## src/rtl/sipq_pkg.sv

```systemverilog
// Shared types and constants for the sorted-insertion priority queue.
package sipq_pkg;

  localparam int CAPACITY = 16;
  localparam int IdxW     = (CAPACITY > 1) ? $clog2(CAPACITY) : 1;
  localparam int CntW     = $clog2(CAPACITY + 1);

  localparam int TagW  = 16;
  localparam int PrioW = 4;
  localparam int StW   = 2;
  localparam int EcntW = 5;

  localparam logic OP_ENQ = 1'b0;
  localparam logic OP_DEQ = 1'b1;

  localparam logic [StW-1:0] ST_OK    = 2'd0;
  localparam logic [StW-1:0] ST_EMPTY = 2'd1;
  localparam logic [StW-1:0] ST_FULL  = 2'd2;

  typedef struct packed {
    logic             op;
    logic [TagW-1:0]  item_tag;
    logic [PrioW-1:0] item_priority;
  } in_t;

  typedef struct packed {
    logic [TagW-1:0]  out_tag;
    logic [PrioW-1:0] out_priority;
    logic [StW-1:0]   status;
    logic [EcntW-1:0] entry_count;
  } out_t;

  typedef struct packed {
    logic [TagW-1:0]  tag;
    logic [PrioW-1:0] prio;
  } entry_t;

  typedef enum logic [2:0] {
    S_IDLE,
    S_ENQ_RD,
    S_ENQ_CMP,
    S_DEQ_CAP,
    S_DEQ_RD,
    S_DEQ_WR,
    S_DONE
  } state_t;

endpackage

```

## src/rtl/sorted_insert_priority_queue.sv

```systemverilog
// Top level of the sorted-insertion priority queue with its slot memory and sequencer.
//
// A bounded priority queue of sipq_pkg::CAPACITY entries, each a 16-bit tag
// with a 4-bit priority, kept sorted by descending priority in a single-port
// memory (one access per cycle, either a write or a registered read). An
// enqueue inserts the new entry ahead of every stored entry of equal or lower
// priority, so equal priorities leave last-in-first-out; a dequeue returns
// the head entry.
// Every input beat yields exactly one result beat carrying a status (ok,
// dequeue while empty, enqueue rejected because full) and the entry count
// after the operation; tag and priority are zero except on a good dequeue.
// The block takes one beat at a time and holds in_stall high until that
// beat's result has been loaded into the output register. Cost is set by the
// memory port: each entry moved takes a read, then a write. An enqueue moves
// each entry of equal or lower priority down a slot, then writes the new one;
// a dequeue reads the head, then moves the rest up a slot; a rejected enqueue
// or an empty dequeue goes straight to the finish. The output register lets a
// finished result wait on out_stall while the next beat is already accepted.
module sorted_insert_priority_queue (
  input  logic              clk,
  input  logic              rst_n,
  input  logic              in_valid,
  output logic              in_stall,
  input  sipq_pkg::in_t     in_data,
  output logic              out_valid,
  input  logic              out_stall,
  output sipq_pkg::out_t    out_data
);

  // Slot memory: slot 0 is the head of the queue.
  sipq_pkg::entry_t mem [sipq_pkg::CAPACITY];
  sipq_pkg::entry_t rd_data_r;

  logic                        mem_we;
  logic [sipq_pkg::IdxW-1:0]   mem_waddr;
  sipq_pkg::entry_t            mem_wdata;
  logic                        mem_re;
  logic [sipq_pkg::IdxW-1:0]   mem_raddr;

  sipq_pkg::state_t            state_r, state_nxt;
  logic [sipq_pkg::IdxW-1:0]   idx_r, idx_nxt;
  logic [sipq_pkg::CntW-1:0]   count_r, count_nxt;
  sipq_pkg::entry_t            new_r, new_nxt;
  sipq_pkg::entry_t            res_r, res_nxt;
  logic [sipq_pkg::StW-1:0]    res_st_r, res_st_nxt;
  logic                        out_valid_r, out_valid_nxt;
  sipq_pkg::out_t              out_data_r, out_data_nxt;

  logic                        in_acc;
  logic [sipq_pkg::CntW-1:0]   idx_ext;

  assign in_stall  = (state_r != sipq_pkg::S_IDLE);
  assign in_acc    = in_valid && !in_stall;
  assign out_valid = out_valid_r;
  assign out_data  = out_data_r;
  assign idx_ext   = sipq_pkg::CntW'(idx_r);

  always_ff @(posedge clk) begin
    if (mem_we) begin
      mem[mem_waddr] <= mem_wdata;
    end
    if (mem_re) begin
      rd_data_r <= mem[mem_raddr];
    end
  end

  always_ff @(posedge clk) begin
    if (!rst_n) begin
      state_r     <= sipq_pkg::S_IDLE;
      count_r     <= '0;
      out_valid_r <= 1'b0;
    end else begin
      state_r     <= state_nxt;
      count_r     <= count_nxt;
      out_valid_r <= out_valid_nxt;
    end
  end

  // Working registers and the held result carry no reset.
  always_ff @(posedge clk) begin
    idx_r      <= idx_nxt;
    new_r      <= new_nxt;
    res_r      <= res_nxt;
    res_st_r   <= res_st_nxt;
    out_data_r <= out_data_nxt;
  end

  always_comb begin
    state_nxt     = state_r;
    idx_nxt       = idx_r;
    count_nxt     = count_r;
    new_nxt       = new_r;
    res_nxt       = res_r;
    res_st_nxt    = res_st_r;
    out_data_nxt  = out_data_r;
    out_valid_nxt = out_valid_r && out_stall;
    mem_we        = 1'b0;
    mem_waddr     = idx_r;
    mem_wdata     = new_r;
    mem_re        = 1'b0;
    mem_raddr     = idx_r;

    unique case (state_r)
      sipq_pkg::S_IDLE: begin
        if (in_acc) begin
          new_nxt.tag  = in_data.item_tag;
          new_nxt.prio = in_data.item_priority;
          res_nxt      = '0;
          res_st_nxt   = sipq_pkg::ST_OK;
          if (in_data.op == sipq_pkg::OP_ENQ) begin
            if (count_r == sipq_pkg::CntW'(sipq_pkg::CAPACITY)) begin
              res_st_nxt = sipq_pkg::ST_FULL;
              state_nxt  = sipq_pkg::S_DONE;
            end else begin
              idx_nxt   = count_r[sipq_pkg::IdxW-1:0];
              state_nxt = sipq_pkg::S_ENQ_RD;
            end
          end else begin
            if (count_r == '0) begin
              res_st_nxt = sipq_pkg::ST_EMPTY;
              state_nxt  = sipq_pkg::S_DONE;
            end else begin
              mem_re    = 1'b1;
              mem_raddr = '0;
              state_nxt = sipq_pkg::S_DEQ_CAP;
            end
          end
        end
      end
      sipq_pkg::S_ENQ_RD: begin
        if (idx_r == '0) begin
          mem_we    = 1'b1;
          count_nxt = count_r + 1'b1;
          state_nxt = sipq_pkg::S_DONE;
        end else begin
          mem_re    = 1'b1;
          mem_raddr = idx_r - 1'b1;
          state_nxt = sipq_pkg::S_ENQ_CMP;
        end
      end
      sipq_pkg::S_ENQ_CMP: begin
        mem_we = 1'b1;
        if (rd_data_r.prio > new_r.prio) begin
          count_nxt = count_r + 1'b1;
          state_nxt = sipq_pkg::S_DONE;
        end else begin
          mem_wdata = rd_data_r;
          idx_nxt   = idx_r - 1'b1;
          state_nxt = sipq_pkg::S_ENQ_RD;
        end
      end
      sipq_pkg::S_DEQ_CAP: begin
        res_nxt   = rd_data_r;
        idx_nxt   = '0;
        state_nxt = sipq_pkg::S_DEQ_RD;
      end
      sipq_pkg::S_DEQ_RD: begin
        if ((idx_ext + 1'b1) >= count_r) begin
          count_nxt = count_r - 1'b1;
          state_nxt = sipq_pkg::S_DONE;
        end else begin
          mem_re    = 1'b1;
          mem_raddr = idx_r + 1'b1;
          state_nxt = sipq_pkg::S_DEQ_WR;
        end
      end
      sipq_pkg::S_DEQ_WR: begin
        mem_we    = 1'b1;
        mem_wdata = rd_data_r;
        idx_nxt   = idx_r + 1'b1;
        state_nxt = sipq_pkg::S_DEQ_RD;
      end
      sipq_pkg::S_DONE: begin
        if (!out_valid_r || !out_stall) begin
          out_data_nxt.out_tag      = res_r.tag;
          out_data_nxt.out_priority = res_r.prio;
          out_data_nxt.status       = res_st_r;
          out_data_nxt.entry_count  = sipq_pkg::EcntW'(count_r);
          out_valid_nxt             = 1'b1;
          state_nxt                 = sipq_pkg::S_IDLE;
        end
      end
      default: begin
        state_nxt = sipq_pkg::S_IDLE;
      end
    endcase
  end

  // The count never passes the capacity.
  a_count_bound: assert property (@(posedge clk) disable iff (!rst_n)
    count_r <= sipq_pkg::CntW'(sipq_pkg::CAPACITY))
    else $error("entry count exceeds capacity");

  // Writes never land beyond the slot just past the last stored entry.
  a_write_range: assert property (@(posedge clk) disable iff (!rst_n)
    mem_we |-> (sipq_pkg::CntW'(mem_waddr) <= count_r))
    else $error("slot write outside the stored range");

  // A rejected enqueue leaves the count untouched.
  a_full_hold: assert property (@(posedge clk) disable iff (!rst_n)
    (in_acc && in_data.op == sipq_pkg::OP_ENQ
     && count_r == sipq_pkg::CntW'(sipq_pkg::CAPACITY))
    |=> (count_r == sipq_pkg::CntW'(sipq_pkg::CAPACITY)))
    else $error("count changed on a rejected enqueue");

  // A new result is loaded only at the end of an operation.
  a_result_from_done: assert property (@(posedge clk) disable iff (!rst_n)
    $rose(out_valid_r) |-> ($past(state_r) == sipq_pkg::S_DONE))
    else $error("result appeared outside the finish step");

  // A dequeue from a non-empty queue always starts with a read of the head slot.
  a_deq_count: assert property (@(posedge clk) disable iff (!rst_n)
    (in_acc && in_data.op == sipq_pkg::OP_DEQ && count_r != '0)
    |=> (state_r == sipq_pkg::S_DEQ_CAP))
    else $error("dequeue did not start its head read");

endmodule

```

## config.mk

```make
export PLATFORM = sky130hd
export DESIGN_NAME = sorted_insert_priority_queue
export DESIGN_NICKNAME = d
export VERILOG_FILES = /design/src/rtl/sipq_pkg.sv /design/src/rtl/sorted_insert_priority_queue.sv
export SDC_FILE = /design/constraint.sdc
export NUM_CORES = 1
export LEC_CHECK = 0
export ABC_AREA = 1
export BUFFER_PORTS_ARGS = -buffer_cell sky130_fd_sc_hd__buf_2
export CAP_MARGIN = 20
export CORE_AREA = 3 3 251 253
export CTS_CLUSTER_DIAMETER = 60
export CTS_CLUSTER_SIZE = 24
export DETAILED_ROUTE_END_ITERATION = 6
export DIE_AREA = 0 0 254 256
export GPL_TIMING_DRIVEN = 0
export MAX_ROUTING_LAYER = met4
export PLACE_DENSITY = 0.53
export SLEW_MARGIN = 20
export SYNTH_ARGS = -nofsm -noshare
export SYNTH_HDL_FRONTEND = slang
export SYNTH_SLANG_ARGS = --single-unit
export TNS_END_PERCENT = 50
```

## constraint.sdc

```tcl
create_clock -name clk -period 3.6 [get_ports clk]
set_input_delay 0.54 -clock clk [delete_from_list [all_inputs] [get_ports clk]]
set_output_delay 0.54 -clock clk [all_outputs]
set_load 0.005 [all_outputs]
```

## After elaboration in Yosys (flattened, before gate mapping)

Memory sizes are Yosys's and may differ from the RTL's. A register that Yosys moved wholly into a read port is not among the register bits.
Cells that the tools add are included.

| cells by class | value |
|---|---|
| equal/unequal tests | 15 |
| divide/modulo/power cells | 0 |
| reductions and logical operators | 21 |
| multipliers | 0 |
| shifts and indexed selects | 0 |
| $add $sub $neg | 5 |
| bitwise gates (word level) | 0 |
| magnitude comparators | 2 |
| mux-type cells | 43 |

Operators with widths:

| kind | number |
|---|---|
| 20-bit case mux with 2 select lines | 2 |
| 20-bit two-way mux | 2 |
| 4-bit two-way mux | 9 |
| 3-bit two-way mux | 7 |
| 3-bit case mux with 6 select lines | 1 |
| 2-bit != test (second input constant) | 8 |
| 4-bit case mux with 4 select lines | 1 |
| 5-bit two-way mux | 3 |
| 5-bit case mux with 3 select lines | 1 |
| 4-bit case mux with 3 select lines | 1 |
| 1-bit two-way mux | 11 |
| 3-bit == test (second input constant) | 3 |
| 2-bit AND reduction | 4 |
| 3-bit by 2-bit == test with 1-bit output (second input constant) | 2 |
| 2-bit two-way mux | 3 |
| 3-bit nonzero test | 2 |
| 4-bit by 1-bit adder with 5-bit output (second input constant) | 1 |
| 5-bit by 1-bit adder with 5-bit output (second input constant) | 1 |
| 5-bit == test (second input constant) | 1 |
| 5-bit greater-or-equal comparator | 1 |
| 5-bit logical NOT | 1 |
| 5-bit AND reduction | 1 |
| 5-bit by 1-bit subtractor with 5-bit output (second input constant) | 1 |
| 4-bit by 1-bit adder with 4-bit output (second input constant) | 1 |
| 14 further kinds | 18 |

| word-level totals | value |
|---|---|
| input bits | 25 |
| bits in read-only memories | 0 |
| bits in latches | 0 |
| flip-flop bits (word level) | 82 |
| word-level logic and storage cells | 100 |
| memories | 1 |
| RAM bits | 320 |
| output and inout port bits | 29 |

Memory list:

| memory | depth | width | rd ports | clocked after memory_dff | write ports | line | source |
|---|---|---|---|---|---|---|---|
| mem | 16 | 20 | 1 | 1 | 1 | sorted_insert_priority_queue.sv:31 | `sipq_pkg::entry_t mem [sipq_pkg::CAPACITY];` |

## Depth between registers and ports, before layout

Gate-level depths: netlist of the first run.

| logic depth | value |
|---|---|
| depth in word-level cells | 5 |
| gate-level depth with buffers | 19 |
| mapped depth without buffers | 17 |

## Worst setup path before layout of the first run

No wires, ideal clock.

| timing | value |
|---|---|
| kind | register -> register |
| start | register idx_r[0] (netlist name) |
| end | register, netlist name rd_data_r[1] |
| path buffers | 2 |
| required time | 3,346 ps |
| arrival time | 2,470 ps |
| period minus slack after synthesis | 2,724 ps |
| library setup time | 254 ps |
| path slack | 876 ps |
| stages on the path, launching flop included | 17 |
| path through | edfxtp_1 inv_1 ha_1 ha_1 nand2_1 nor2_1 nand2_1 nand4_4 nand2_2 nand2_4 buf_2 buf_2 nand3_1 nand3_1 nand3_1 nand3_1 nand2_1 |

| on the way | value |
|---|---|
| word-level cells in the longest chain between the ends | 4 |
| elaborated cells on any way between the ends | 14 |
| those cells by class | add/sub (3); order compare (1); mux (9); reduce/logical (1) |

RTL lines:

| item | line | source |
|---|---|---|
| start: declaration | sorted_insert_priority_queue.sv:41 | `logic [sipq_pkg::IdxW-1:0] idx_r, idx_nxt;` |
| start signal: assignment | sorted_insert_priority_queue.sv:81 | `idx_r <= idx_nxt;` |
| 4-bit by 1-bit adder with 5-bit output or 4-bit two-way mux (tied branches) | sorted_insert_priority_queue.sv:158, sorted_insert_priority_queue.sv:119 |  |
| 5-bit greater-or-equal comparator or 4-bit two-way mux (tied branches) | sorted_insert_priority_queue.sv:158, sorted_insert_priority_queue.sv:110 |  |
| 4-bit two-way mux (tied with other cells) | sorted_insert_priority_queue.sv:158 | `if ((idx_ext + 1'b1) >= count_r) begin` |
| 4-bit case mux with 3 select lines or 1-bit case mux with 3 select lines (tied branches) | sorted_insert_priority_queue.sv:103 | `unique case (state_r)` |

Several ways; a longest one is shown, not always the timed one.
A chain may end at the register's enable or synchronous reset.

## Final worst setup path of the first run

| timing | value |
|---|---|
| start | register idx_r[0] (netlist name) |
| end | register, netlist name rd_data_r[6] |

| on the way | value |
|---|---|
| word-level cells in the longest chain between the ends | 4 |
| elaborated cells on any way between the ends | 14 |
| those cells by class | add/sub (3); order compare (1); mux (9); reduce/logical (1) |

RTL lines:

| item | line |
|---|---|
| 4-bit by 1-bit adder with 5-bit output or 4-bit two-way mux (tied branches) | sorted_insert_priority_queue.sv:158, sorted_insert_priority_queue.sv:119 |
| 5-bit greater-or-equal comparator or 4-bit two-way mux (tied branches) | sorted_insert_priority_queue.sv:158, sorted_insert_priority_queue.sv:110 |
| 4-bit two-way mux (tied with other cells) | sorted_insert_priority_queue.sv:158 |
| 4-bit case mux with 3 select lines or 1-bit case mux with 3 select lines (tied branches) | sorted_insert_priority_queue.sv:103 |

Several ways; a longest one is shown, not always the timed one.

==> results.py, run 1 <==
metrics = {
    "synthesis": {
        "ys_seq_area_share_pct": 69.0,
        "yosysUniqueCellTypes": 38,
        "synthesis.instances": 1661,
        "synthesis.yosys.warnings": 0,
        "synth_common_cells": "sky130_fd_sc_hd__edfxtp_1 (413), sky130_fd_sc_hd__nand3_1 (372), sky130_fd_sc_hd__nand2_1 (365)",
        "syn_avg_cell_area_um2": 11.0,
        "yosys.area.top_type_share_pct": 68.0,
        "postSynth.topFlopCell": "sky130_fd_sc_hd__edfxtp_1",
        "dominant_cells_by_area_after_synthesis": "sky130_fd_sc_hd__edfxtp_1 (68%), sky130_fd_sc_hd__nand3_1 (10%), sky130_fd_sc_hd__nand2_1 (7.5%), sky130_fd_sc_hd__inv_1 (4.9%), sky130_fd_sc_hd__buf_2 (1.5%)",
        "synth_top_cell_by_area": "sky130_fd_sc_hd__edfxtp_1",
        "synth-seq-cells": 422,
        "most_numerous_cell_in_the_yosys_netlist": "sky130_fd_sc_hd__edfxtp_1",
        "synth_area_mm2": 0.0182,
        "net_count_of_the_mapped_netlist": 1704,
        "number_of_synthesized_flops_with_an_enable_pin": 413,
        "asyncSetResetFlopFracSynth_pct": 0,
    },
    "worst_setup_path": {
        "timing.critical_path.required_ns": 3.92,
        "worstPathArrival_ns": 3.78,
        "timing.rr.start": "idx_r[0]",
        "r2r-end": "rd_data_r[6]",
        "crit_path_max_incr_delay_ns": 0.49,
        "cp_slowest_cell": "sky130_fd_sc_hd__edfxtp_1",
        "critical_path_buf_inv_count": 3,
        "worst_path_dominant_cell_family": "simple AND/OR/NAND/NOR gates",
        "worst-setup-path-type": "flip-flop to flip-flop",
        "cp_max_fo": 10,
        "regToRegSetupSlack_ns": 0.14,
        "setup.worst_path.end_class": "flip-flop",
        "worst_r2r_path_depth": 16,
        "worst_path_most_repeated_cell": "sky130_fd_sc_hd__nand2_1",
        "critical_path.startpoint_type": "flip-flop",
        "cell_breakdown_of_the_critical_path": "inv_2, ha_1, ha_1, nand2_1, nor2_1, nand2_1, nand4_4, nand4_4, nand2_8, buf_6, buf_4, nand2_1, nand3_1, nand3_1, nand3_1, nand2_1",
        "cp_num_cells": 16,
    },
    "layout": {
        "nets": 1824,
        "area_growth_from_synthesis_to_final_layout_pct": 16.4,
        "antenna_diodes": 0,
        "finalInstanceArea_mm2": 0.0212,
        "final_layout_size_suffix_gt1_share_pct": 14.9,
    },
    "drt": {
        "drt_iter0_markers": 1071,
        "detail_route.first_pass.iterations": 5,
        "routed-via-count": 12000,
        "route.detailed.wl_per_inst_um": 18.7,
        "final_antenna_net_count": 0,
        "drt_wl_total_um": 48500,
        "vias_per_cell": 4.63,
        "detail_route.drc_violations": 0,
    },
    "sta": {
        "period_minus_slack_ns": 3.46,
        "fmaxAchievable_ghz": 0.289,
        "tns_ns": 0,
        "period_utilization_post_route_pct": 96.1,
        "final-setup-viol-count": 0,
        "tightestPinTransition_ns": 1.02,
        "clock-skew-final_ns": 0.0319,
        "report.final.hold_viol_count": 0,
        "max_slew_margin_pct": 31.9,
        "timing_max_transition_violations_final": 0,
    },
    "clocking": {
        "cts_tree": "yes",
        "clk_transition_reported_paths_ns": 0.08,
        "root_buffer_cell": "sky130_fd_sc_hd__clkbuf_16",
        "hold_buffers": 0,
        "tritoncts.num_buffers": 29,
        "clkLatencyLatePin_ns": 0.60,
        "htreeDepth": 1,
        "clock_path_buffers": 3,
        "tritoncts_num_sinks": 422,
    },
    "floorplanning": {
        "number_of_ports_placed_on_the_die_boundary": 54,
        "fp.coreArea_mm2": 0.0613,
        "floorplan.initialDensity_pct": 29.8,
        "die_h_um": 256,
        "floorplan.die_area_mm2": 0.0650,
        "placement_rows": 91,
        "die_width_um": 254,
    },
    "worst_hold_path": {
        "timing.hold.worst_endpoint": "new_r[15]",
        "min_path_type": "input pin to flip-flop",
        "min_from": "in_data[15]",
        "hold-path-cell-count": 1,
    },
    "placed_design": {
        "detailed_place_hpwl_um": 33400,
        "gpl.final_weighted_congestion": 0.846,
        "port_buffers": 53,
        "placed_area_mm2": 0.0201,
    },
    "global_route": {
        "residual_overflow_from_global_routing": 0,
        "grt_pass1_wl_um": 73300,
        "maximum_number_of_pins_on_one_net_before_global_route_repair": 28,
        "vias_in_the_first_global_route": 11900,
        "gr-usage-all-layers_pct": 15.2,
        "initial_antenna_violation_count": 0,
    },
    "flow_run": {
        "maxCapViolCount": 0,
    },
    "outcome": {
        "outcome": "completed",
    },
}
worst max-delay path by stage:
stage	slack, ns	endpoint	startpoint
6_report	0.14	rd_data_r[6]	idx_r[0]
5_1_grt	-0.01	rd_data_r[0]	idx_r[0]
4_1_cts	0.0005	rd_data_r[5]	idx_r[0]
3_5_place_dp	-0.19	rd_data_r[5]	idx_r[0]
3_3_place_gp	-0.80	mem[13][9]	new_r[1]
2_1_floorplan	0.88	rd_data_r[1]	idx_r[0]
final cells by class:
cell class,instances,area [um2]
clock inverters,23,272
multi-input cells,909,4580
flip-flops and latches,422,12600
plain buffers,84,444
well taps,790,988
fillers,6068,40000
clock buffers,29,726
inverters,245,920
repair buffers,90,714
flip-flops by register name, summed over array words and instances, names as in the netlist:
name and count:
rd_data_r 20, out_valid 1, count_r 5, mem 320, res_r 20, res_st_r 2, state_r 3, idx_r 4
new_r 20, out_data 27
routing by layer:
layer / track usage [%] / wire (um) / vias up
met4: 4.51 / 1220 / 0
met1: 20.7 / 21600 / 5685
li1: - / - / 5865
met3: 1.46 / 2770 / 62
met2: 24.2 / 22900 / 378
met5: - / 0 / -
layout by cell type, fill, tap and decap left out, types with 9 or more instances in the layout:
cell / count
sky130_fd_sc_hd__nand2_1: 364
sky130_fd_sc_hd__edfxtp_1: 413
sky130_fd_sc_hd__o21ai_0: 9
sky130_fd_sc_hd__clkbuf_4: 13
sky130_fd_sc_hd__a21oi_1: 13
sky130_fd_sc_hd__nand3_1: 370
sky130_fd_sc_hd__inv_1: 239
sky130_fd_sc_hd__nor2_1: 38
sky130_fd_sc_hd__dfxtp_1: 9
sky130_fd_sc_hd__buf_1: 9
sky130_fd_sc_hd__ha_1: 16
sky130_fd_sc_hd__clkbuf_16: 29
sky130_fd_sc_hd__clkbuf_1: 12
sky130_fd_sc_hd__o21ai_2: 20
sky130_fd_sc_hd__buf_2: 91
sky130_fd_sc_hd__buf_4: 12
sky130_fd_sc_hd__buf_6: 21
sky130_fd_sc_hd__nor2_4: 16
sky130_fd_sc_hd__nand3b_1: 20
timing repair:
action	4_1_cts	5_1_grt
endpoints found under the hold margin	0	0
cloned	0	1
pin swaps	1	3
resized for setup	4	34
endpoints found under the setup margin	20	20
buffers inserted	2	8
logic make-up after synthesis:
group / after synthesis / share of synthesized area (%)
AO/OA/AOI/OAI: 51 / 1.54
AND/OR/NAND/NOR: 832 / 20.6
flip-flops: 422 / 69.0
XOR/XNOR: 7 / 0.336
adder cells (fa/ha/maj): 18 / 1.28
buffers and inverters: 331 / 7.24
metrics by stage:
| stage | instances | setup WS, ns | hold WS [ns] | utilization (%) |
|---|---|---|---|---|
| after floorplan | 1661 | 0.876 | 0.400 | - |
| after global placement | 2504 | -0.798 | 0.402 | 31.8 |
| after detailed placement | 2531 | -0.190 | 0.405 | 32.7 |
| after CTS | 2585 | 0.000524 | 0.0866 | 34.4 |
| after global routing | 2592 | -0.0117 | 0.100 | 34.7 |
| final | 2592 | 0.139 | 0.119 | 34.7 |
Power of run 1 is left out: the tool's default activity adds up to more than one toggle a clock period on the data nets, which glitch-free logic cannot reach.
==> run 2: changes to the inputs <==
--- a/config.mk
+++ b/config.mk
@@ -8,14 +8,14 @@
 export ABC_AREA = 1
 export BUFFER_PORTS_ARGS = -buffer_cell sky130_fd_sc_hd__buf_2
 export CAP_MARGIN = 20
-export CORE_AREA = 3 3 251 253
+export CORE_AREA = 2 2 196 198
 export CTS_CLUSTER_DIAMETER = 60
 export CTS_CLUSTER_SIZE = 24
 export DETAILED_ROUTE_END_ITERATION = 6
-export DIE_AREA = 0 0 254 256
+export DIE_AREA = 0 0 198 200
 export GPL_TIMING_DRIVEN = 0
 export MAX_ROUTING_LAYER = met4
-export PLACE_DENSITY = 0.53
+export PLACE_DENSITY = 0.74
 export SLEW_MARGIN = 20
 export SYNTH_ARGS = -nofsm -noshare
 export SYNTH_HDL_FRONTEND = slang
==> constraint.sdc (replaced) <==
create_clock -name clk -period 3.69 [get_ports clk]
set_input_delay 0.5535 -clock clk [delete_from_list [all_inputs] [get_ports clk]]
set_output_delay 0.5535 -clock clk [all_outputs]
set_load 0.005 [all_outputs]
==> results.py, run 2 (synthesis results as in run 1) <==
metrics = {
    "outcome": {
        "outcome": "completed",
    },
    "global_route": {
        "grt_pass1_wl_um": 66900,
        "vias_in_the_first_global_route": 11800,
        "maximum_number_of_pins_on_one_net_before_global_route_repair": 28,
        "initial_antenna_violation_count": 0,
        "residual_overflow_from_global_routing": 0,
        "gr-usage-all-layers_pct": 23.3,
    },
    "sta": {
        "report.final.hold_viol_count": 0,
        "max_slew_margin_pct": 33.8,
        "grt_setup_unrepaired": "true",
        "final-setup-viol-count": 0,
        "tns_ns": 0,
        "period_utilization_post_route_pct": 96.6,
        "period_minus_slack_ns": 3.57,
        "tightestPinTransition_ns": 0.993,
        "clock-skew-final_ns": 0.0257,
        "fmaxAchievable_ghz": 0.280,
        "timing_max_transition_violations_final": 0,
        "fin_hold_ws_ns": 0.142,
    },
    "drt": {
        "met1_length_um": 17500,
        "detail_route.drc_violations": 0,
        "detail_route.first_pass.iterations": 5,
        "drt_iter0_markers": 1431,
        "drt_wl_total_um": 44800,
        "routed-via-count": 12500,
        "met3RoutedLength_um": 4470,
        "final_antenna_net_count": 0,
        "vias_per_cell": 5.46,
        "highest_layer": "met4",
        "route.detailed.wl_per_inst_um": 19.5,
        "routed-wl-met2_um": 21200,
    },
    "clocking": {
        "cts_tree": "yes",
        "clk_transition_reported_paths_ns": 0.09,
        "tritoncts_num_sinks": 422,
        "hold_buffers": 0,
        "clock_path_buffers": 3,
        "tritoncts.num_buffers": 27,
        "root_buffer_cell": "sky130_fd_sc_hd__clkbuf_16",
        "clkLatencyLatePin_ns": 0.59,
        "htreeDepth": 1,
    },
    "worst_setup_path": {
        "regToRegSetupSlack_ns": 0.12,
        "timing.critical_path.required_ns": 4.00,
        "worst-setup-path-type": "flip-flop to flip-flop",
        "critical_path.startpoint_type": "flip-flop",
        "cp_slowest_cell": "sky130_fd_sc_hd__edfxtp_1",
        "crit_path_max_incr_delay_ns": 0.50,
        "setup.worst_path.end_class": "flip-flop",
        "cp_max_fo": 10,
        "timing.rr.start": "idx_r[0]",
        "r2r-end": "rd_data_r[7]",
        "worstPathArrival_ns": 3.88,
        "cell_breakdown_of_the_critical_path": "ha_1, xnor2_1, inv_1, ha_1, nand2_1, nand2_1, nand2_1, nand4_4, nand2_2, nand2_4, nand2_4, buf_6, clkbuf_4, nand2_1, nand3_1, nand3_1, nand3_1, nand2_1",
        "worst_path_most_repeated_cell": "sky130_fd_sc_hd__nand2_1",
        "worst_r2r_path_depth": 18,
    },
    "layout": {
        "area_growth_from_synthesis_to_final_layout_pct": 12.3,
        "layout.cells.most_common": "sky130_fd_sc_hd__edfxtp_1",
        "registers.top_by_ff_count": "mem",
        "antenna_diodes": 0,
        "max_ffs_per_register": 320,
        "nets": 1807,
        "final_layout_size_suffix_gt1_share_pct": 13.2,
        "final_core_util_pct": 54.8,
        "final_cells": 2294,
        "mostFrequentLayoutCells": "sky130_fd_sc_hd__edfxtp_1 (413), sky130_fd_sc_hd__nand3_1 (372), sky130_fd_sc_hd__nand2_1 (364)",
    },
    "floorplanning": {
        "fp.coreArea_mm2": 0.0374,
        "floorplan.die_area_mm2": 0.0396,
        "die_h_um": 200,
        "floorplan.initialDensity_pct": 48.8,
        "placement_rows": 71,
        "number_of_ports_placed_on_the_die_boundary": 54,
        "die_width_um": 198,
    },
    "placed_design": {
        "gpl.final_weighted_congestion": 0.923,
        "port_buffers": 53,
        "detailed_place_hpwl_um": 30000,
        "place_inst": 2241,
    },
    "flow_run": {
        "maxCapViolCount": 0,
    },
    "worst_hold_path": {
        "timing.hold.worst_endpoint": "new_r[13]",
        "hold-path-cell-count": 1,
        "min_from": "in_data[13]",
        "min_path_type": "input pin to flip-flop",
    },
}
-- run 2: cell count changes in the layout (fill, tap and decap cells not counted), moves of 3 or more --
cell                       change
sky130_fd_sc_hd__buf_6         -7
sky130_fd_sc_hd__buf_2         +6
sky130_fd_sc_hd__buf_1         +5
sky130_fd_sc_hd__buf_4         -5
sky130_fd_sc_hd__clkbuf_2      -4
sky130_fd_sc_hd__clkbuf_4      -4
sky130_fd_sc_hd__inv_8         -4
sky130_fd_sc_hd__buf_12        -3
sky130_fd_sc_hd__clkbuf_1      +3
sky130_fd_sc_hd__clkinv_8      -3
-- run 2: worst max path at each step --
stage                     startpoint      endpoint  depth (start not counted)
after floorplan             idx_r[0]  rd_data_r[1]                         16
after global placement      new_r[1]    mem[8][10]                         10
after detailed placement    in_valid  rd_data_r[7]                         12
after CTS                   idx_r[2]  rd_data_r[7]                         14
after global routing        idx_r[0]  rd_data_r[5]                         17
final                       idx_r[0]  rd_data_r[7]                         18
-- run 2: metrics by stage --
| step | cell area [um2] | setup slack [ns] |
|---|---|---|
| 2_1_floorplan | 18200 | 0.966 |
| 3_3_place_gp | 19100 | -0.343 |
| 3_5_place_dp | 19500 | -0.148 |
| 4_1_cts | 20400 | 0.109 |
| 5_1_grt | 20500 | -0.0297 |
| 6_report | 20500 | 0.125 |
-- run 2: what timing repair did --
item / 4_1_cts / 5_1_grt
buffers inserted: 2 / 3
gates resized for setup: 1 / 20
pin swaps: 0 / 1
setup endpoints to repair: 17 / 19
-- run 2: worst max-delay path: cells and delay by family, from the launching register on --
family	cells	cell delay (ns)
DFF	1	0.50
buffers and inverters	3	0.53
adders and majority gates	2	0.61
and+or+nand+nor	12	1.50
xor gates and xnor gates	1	0.14
-- run 2: cell type report --
cell class / instances / area (um2)
multi-input combinational: 908 / 4530
inverter: 245 / 920
buffer: 86 / 428
timing repair buffer: 74 / 487
clock inverter: 19 / 218
sequential: 422 / 12600
tap: 511 / 639
fill: 2988 / 16900
clock buffer: 29 / 683
-- run 2: per-layer routing --
metal	track usage (%)	vias up
met4	9.36	0
met2	37.7	708
li1	-	5807
met3	2.96	103
met1	30.2	5908
met5	-	-
Power of run 2 is left out for the same reason.
